`config.mk`:
```
export PLATFORM = sky130hd
export DESIGN_NAME = fgn_level_map
export DESIGN_NICKNAME = d
export VERILOG_FILES = /design/src/sv/fgn_pkg.sv /design/src/sv/fgn_level_map.sv
export SDC_FILE = /design/constraint.sdc
export NUM_CORES = 1
export LEC_CHECK = 0
export ABC_AREA = 1
export BUFFER_PORTS_ARGS = -buffer_cell sky130_fd_sc_hd__buf_2
export CORE_AREA = 2 2 114 116
export CTS_CLUSTER_SIZE = 30
export DETAILED_ROUTE_END_ITERATION = 10
export DIE_AREA = 0 0 116 118
export GPL_ROUTABILITY_DRIVEN = 0
export PLACE_DENSITY = 0.82
export SLEW_MARGIN = 40
export SYNTH_ARGS = -nofsm -noshare
export SYNTH_HDL_FRONTEND = slang
export SYNTH_SLANG_ARGS = --single-unit
```
`constraint.sdc`:
```
create_clock -name clk -period 3 [get_ports clk]
set_input_delay 0 -clock clk [delete_from_list [all_inputs] [get_ports clk]]
set_output_delay 0 -clock clk [all_outputs]
set_load 0.01 [all_outputs]
```
`src/sv/fgn_pkg.sv`:
```
// fgn_pkg: shared constants, types and table functions for the fractal noise pixel block.
// Used by fgn_octave_cell, fgn_level_map and fractal_gradient_noise_pixel.
// No dependencies.
`default_nettype none

package fgn_pkg;

    localparam logic [31:0] HASH_MUL_A  = 32'd3284157443;
    localparam logic [31:0] HASH_MUL_B  = 32'd1911520717;
    localparam logic [31:0] HASH_MUL_C  = 32'd2048419325;
    localparam logic [63:0] PI_HALF_Q30 = 64'd1686629713;

    localparam int DOT_W   = 21;
    localparam int NOISE_W = 22;

    localparam logic REG_OCTAVE_COUNT = 1'b0;
    localparam logic REG_CELL_SHIFT   = 1'b1;

    typedef enum logic [1:0] {
        Q_ZERO  = 2'd0,
        Q_ONE   = 2'd1,
        Q_TWO   = 2'd2,
        Q_THREE = 2'd3
    } quarter_t;

    function automatic logic [31:0] rot16(input logic [31:0] v);
        return {v[15:0], v[31:16]};
    endfunction

    // Q1.14 cos or sin of a quarter-turn angle, series in Q30; elaboration only.
    function automatic logic [14:0] grad_q14(input int unsigned r, input int unsigned qs,
                                             input logic want_sin);
        logic [63:0] t;
        logic [63:0] t2;
        logic [63:0] tc;
        logic [63:0] ts;
        longint      c;
        longint      s;
        longint      v;
        t  = (64'(r) * PI_HALF_Q30) >> qs;
        t2 = (t * t) >> 30;
        tc = 64'd1 << 30;
        ts = t;
        c  = longint'(tc);
        s  = longint'(ts);
        tc = ((tc * t2) >> 30) / 2;
        ts = ((ts * t2) >> 30) / 6;
        c  = c - longint'(tc);
        s  = s - longint'(ts);
        tc = ((tc * t2) >> 30) / 12;
        ts = ((ts * t2) >> 30) / 20;
        c  = c + longint'(tc);
        s  = s + longint'(ts);
        tc = ((tc * t2) >> 30) / 30;
        ts = ((ts * t2) >> 30) / 42;
        c  = c - longint'(tc);
        s  = s - longint'(ts);
        tc = ((tc * t2) >> 30) / 56;
        ts = ((ts * t2) >> 30) / 72;
        c  = c + longint'(tc);
        s  = s + longint'(ts);
        tc = ((tc * t2) >> 30) / 90;
        ts = ((ts * t2) >> 30) / 110;
        c  = c - longint'(tc);
        s  = s - longint'(ts);
        tc = ((tc * t2) >> 30) / 132;
        ts = ((ts * t2) >> 30) / 156;
        c  = c + longint'(tc);
        s  = s + longint'(ts);
        v  = want_sin ? s : c;
        if (v < 0)
        begin
            v = 0;
        end
        if (v > (longint'(1) << 30))
        begin
            v = longint'(1) << 30;
        end
        return 15'((v + (longint'(1) << 15)) >>> 16);
    endfunction

endpackage

`default_nettype wire

```
`src/sv/fgn_level_map.sv`:
```
// fgn_level_map: scales the octave sum by 6/5, clamps and maps it to an 8-bit level.
// Three register stages. Depends on fgn_pkg.
`default_nettype none

module fgn_level_map
    import fgn_pkg::*;
#(
    parameter int MAX_OCTAVES = 8,
    localparam int ACC_W      = NOISE_W + MAX_OCTAVES
)
(
    input  logic                    clk,
    input  logic                    rst_n,
    input  logic                    in_valid,
    input  logic signed [ACC_W-1:0] in_acc,
    output logic                    done,
    output logic [7:0]              noise_level
);

    localparam int SUM_BITS = 15 + MAX_OCTAVES;
    localparam int SW       = ACC_W + 3;
    localparam int VW       = SUM_BITS + 4;
    localparam int MW       = SUM_BITS + 10;
    localparam logic signed [SW-1:0] FIVE_ONE = SW'(5) <<< SUM_BITS;

    logic                 v1_reg, v2_reg;
    logic signed [SW-1:0] scaled_reg;
    logic signed [SW-1:0] off_next;
    logic                 hi_reg, lo_reg;
    logic [MW-1:0]        prod_reg;

    assign off_next = scaled_reg + FIVE_ONE;

    always_ff @(posedge clk or negedge rst_n)
    begin
        if (!rst_n)
        begin
            v1_reg <= 1'b0;
            v2_reg <= 1'b0;
            done   <= 1'b0;
        end
        else
        begin
            v1_reg <= in_valid;
            v2_reg <= v1_reg;
            done   <= v2_reg;
        end
    end

    always_ff @(posedge clk)
    begin
        scaled_reg <= (SW'(in_acc) <<< 2) + (SW'(in_acc) <<< 1);
        hi_reg     <= scaled_reg > FIVE_ONE;
        lo_reg     <= scaled_reg < -FIVE_ONE;
        prod_reg   <= MW'(off_next[VW-1:0]) * MW'(51);
        if (hi_reg)
        begin
            noise_level <= 8'd255;
        end
        else if (lo_reg)
        begin
            noise_level <= 8'd0;
        end
        else
        begin
            noise_level <= prod_reg[SUM_BITS+8:SUM_BITS+1];
        end
    end

endmodule

`default_nettype wire

```
==> results by group <==
Run status
  – Outcome: complete, but fails checks
  – Violated checks: setup timing

Cells and area
  – Final Net Count: 1,371
  – Max FFs per register: 32
  – Most frequent cells in the layout: sky130_fd_sc_hd__nand2_1 (338), sky130_fd_sc_hd__inv_1 (277), sky130_fd_sc_hd__ha_1 (84)
  – Area growth, synth to finish: 20.7%
  – Final non-filler cell total: 1,362
  – Commonest non-fill, non-tap cell in the layout: sky130_fd_sc_hd__nand2_1
  – Proportion of layout cells with a drive suffix above 1: 19.1%
  – Ant diodes: 0
  – Finished Cell Area: 8470 sq um
  – Number of fill cells: 1,040
  – Final core utilization: 68.2%

Synthesis
  – Synthesized area per cell: 6.35 sq um
  – Count of mapped cells out of synthesis: 1,104
  – Sequential-to-total area share from yosys stat: 15.3%
  – Proportion of register bits with asynchronous set or reset after synthesis: 5.66%
  – Yosys Warn Count: 0
  – Dominant synthesized flop cell: sky130_fd_sc_hd__dfxtp_1
  – Synthesized flop and latch total: 53
  – Number of distinct standard cells referenced by the synthesized netlist: 26
  – Post-Synthesis Net Count: 1,286
  – Count of flip-flops with a built-in enable after synthesis: 0
  – Synth Cell Area: 7020 sq um

Worst setup path
  – Worst setup EP type: flip-flop
  – CP Class: flip-flop to flip-flop
  – R2r endpoint: prod_reg[29]
  – Number of cells on the worst reg-to-reg path: 14
  – Slack of the worst reg-to-reg path: -150 ps
  – Startpoint of the worst-slack reg-to-reg timing path: scaled_reg[23]
  – Kind of launch point of the worst setup path: flip-flop
  – Worst Path Required: 3200 ps
  – Startpoint of the worst setup timing path: scaled_reg[23]
  – Largest fanout on the critical path: 4
  – Critical path capture point: prod_reg[29]
  – Endpoint arrival time on the critical path: 3340 ps

Drt
  – Number of vias per cell: 4.92
  – Count of vias placed by the detailed router: 6,700
  – DR DRC count: 0
  – WL/cell: 12.9 um
  – DRT antenna net count: 0
  – Detailed router's first-iteration violation count: 301
  – Router iterations before antenna repair: 7
  – Final WL: 17.6 mm

Clock tree
  – Number of CTS-inserted buffers: 5
  – Sink Count: 53
  – Clock tree buffer depth: 2
  – Clock-pin slew on the worst setup and hold paths: 70 ps
  – Maximum level of the CTS H-tree: 2
  – Skew-Pair Late Insertion Delay: 300 ps
  – CTS root buffer: sky130_fd_sc_hd__clkbuf_16
  – CTS tree: done

STA
  – Slack of the critical path: -147 ps
  – Clock period minus final worst setup slack: 3150 ps
  – Share of the clock period used by the worst path: 105%
  – Max-slew headroom: 77.6%
  – Worst-margin pin slew: 334 ps
  – Setup violation total in the final timing report: 7
  – Final hold vios: 0
  – Final number of max-transition violations: 0
  – Max Clk Rate: 318 MHz
  – Worst setup skew after layout: 5.71 ps
  – Unrepaired setup endpoints after global routing: yes

Floorplanning
  – Core footprint: 12,400 sq um
  – Num rows: 41
  – Die height: 118 um
  – Overall die area: 13,700 sq um
  – Number of ports placed on the die boundary: 42
  – Initial core utilization: 56.5%
  – Chip width: 116 um

Global route
  – GRT Total Usage: 26.1%
  – Largest net degree at the start of global routing: 17
  – Congestion Overflow GR: 0
  – Wire length of the first global-routing pass: 28.8 mm
  – Number of antenna violations at the first check in global routing: 0
  – Vias in the first global route: 6,596

Place
  – # port buffers: 41
  – Number of cells in the design after placement: 1,344
  – Cell area after placement: 7730 sq um
  – Post-detail-place hpwl: 13.4 mm

Job
  – Number of max-capacitance violations reported: 0

Worst hold path
  – Worst min-delay path category: primary input to asynchronous set/reset pin
[per-stage QoR]
stage | setup TNS, ps | setup slack, ps | hold WS (ps)
5_1_grt | -1750 | -289 | 47.0
3_5_place_dp | -1260 | -226 | -202
6_report | -637 | -147 | 10.0
2_1_floorplan | -73.6 | -24.6 | -296
4_1_cts | -233 | -82.7 | 16.8
3_3_place_gp | -520 | -100 | -204
[worst min-delay path by stage]
stage / endpoint / slack, ps / cells after the start
2_1_floorplan: done / -300 / 0
3_3_place_gp: done / -200 / 1
3_5_place_dp: done / -200 / 1
4_1_cts: v1_reg / 20 / 2
5_1_grt: v1_reg / 50 / 2
6_report: v1_reg / 10 / 2
[cells by family (layout without fill, tap and decap cells)]
| kind of cell | after synthesis | count (layout) | share of synthesized area, % |
|---|---|---|---|
| compound gates | 54 | 54 | 4.12 |
| fa+ha+maj | 149 | 149 | 31.2 |
| xor+xnor | 21 | 21 | 2.62 |
| buf+inv | 303 | 389 | 16.2 |
| simple gates | 524 | 524 | 30.5 |
| flops | 53 | 53 | 15.3 |
[worst max-delay path: stages (launching register included)]
cell	delay (ps)
sky130_fd_sc_hd__dfxtp_4	380
sky130_fd_sc_hd__inv_2	70
sky130_fd_sc_hd__ha_4	320
sky130_fd_sc_hd__xor2_4	190
sky130_fd_sc_hd__fa_1	490
sky130_fd_sc_hd__fa_1	550
sky130_fd_sc_hd__inv_2	50
sky130_fd_sc_hd__ha_4	310
sky130_fd_sc_hd__nand2_4	80
sky130_fd_sc_hd__nor2_4	100
sky130_fd_sc_hd__nand2_2	90
sky130_fd_sc_hd__nor3_2	210
sky130_fd_sc_hd__nand2_2	80
sky130_fd_sc_hd__nand3_1	70
sky130_fd_sc_hd__nand2_1	40
[Yosys cell counts, types with 2 or more instances]
master / count / area (sq um)
sky130_fd_sc_hd__dfxtp_1: 50 / 1000
sky130_fd_sc_hd__ha_1: 106 / 1330
sky130_fd_sc_hd__nor3_1: 4 / 20.0
sky130_fd_sc_hd__nand3b_1: 2 / 15.0
sky130_fd_sc_hd__nand3_1: 48 / 240
sky130_fd_sc_hd__dfrtp_1: 3 / 75.1
sky130_fd_sc_hd__nand2_2: 7 / 43.8
sky130_fd_sc_hd__a21o_1: 2 / 15.0
sky130_fd_sc_hd__nor2_2: 7 / 43.8
sky130_fd_sc_hd__o21bai_1: 2 / 15.0
sky130_fd_sc_hd__nand2_1: 363 / 1360
sky130_fd_sc_hd__nand4_1: 12 / 75.1
sky130_fd_sc_hd__xor2_1: 17 / 149
sky130_fd_sc_hd__inv_1: 303 / 1140
sky130_fd_sc_hd__a21oi_1: 37 / 185
sky130_fd_sc_hd__xnor2_1: 4 / 35.0
sky130_fd_sc_hd__nor2_1: 74 / 278
sky130_fd_sc_hd__fa_1: 43 / 861
sky130_fd_sc_hd__nand3_2: 4 / 40.0
sky130_fd_sc_hd__o21ai_0: 10 / 50.1
[layout make-up]
type | count | area (sq um) | area share, %
clock buffer | 7 | 153 | 1.80
clock inverter | 1 | 8.76 | 0.103
inverter | 303 | 1140 | 13.4
multi-input combinational | 748 | 5350 | 63.2
sequential | 53 | 1110 | 13.1
tap | 172 | 215 | 2.54
timing repair buffer | 78 | 495 | 5.85
[metal layers]
metal	routed length (um)	global-route usage [%]	part of all wire, %	vias to the layer above
met5	0	0	0	-
met4	1140	13.5	6.5	0
met3	714	2.73	4.1	82
met2	8960	48.0	51	209
met1	6740	29.0	38	2963
li1	-	-	-	3446
[repair_timing]
action                                  CTS  global route
endpoints found under the setup margin    8             8
resized for setup                        61            67
pin swaps                                22            30
hold endpoints to repair                  7             0
setup buffers                             1             4
hold buffers                              5             0
Power is left out: the tool's default activity adds up to more than one toggle a clock period on the data nets, which glitch-free logic cannot reach.
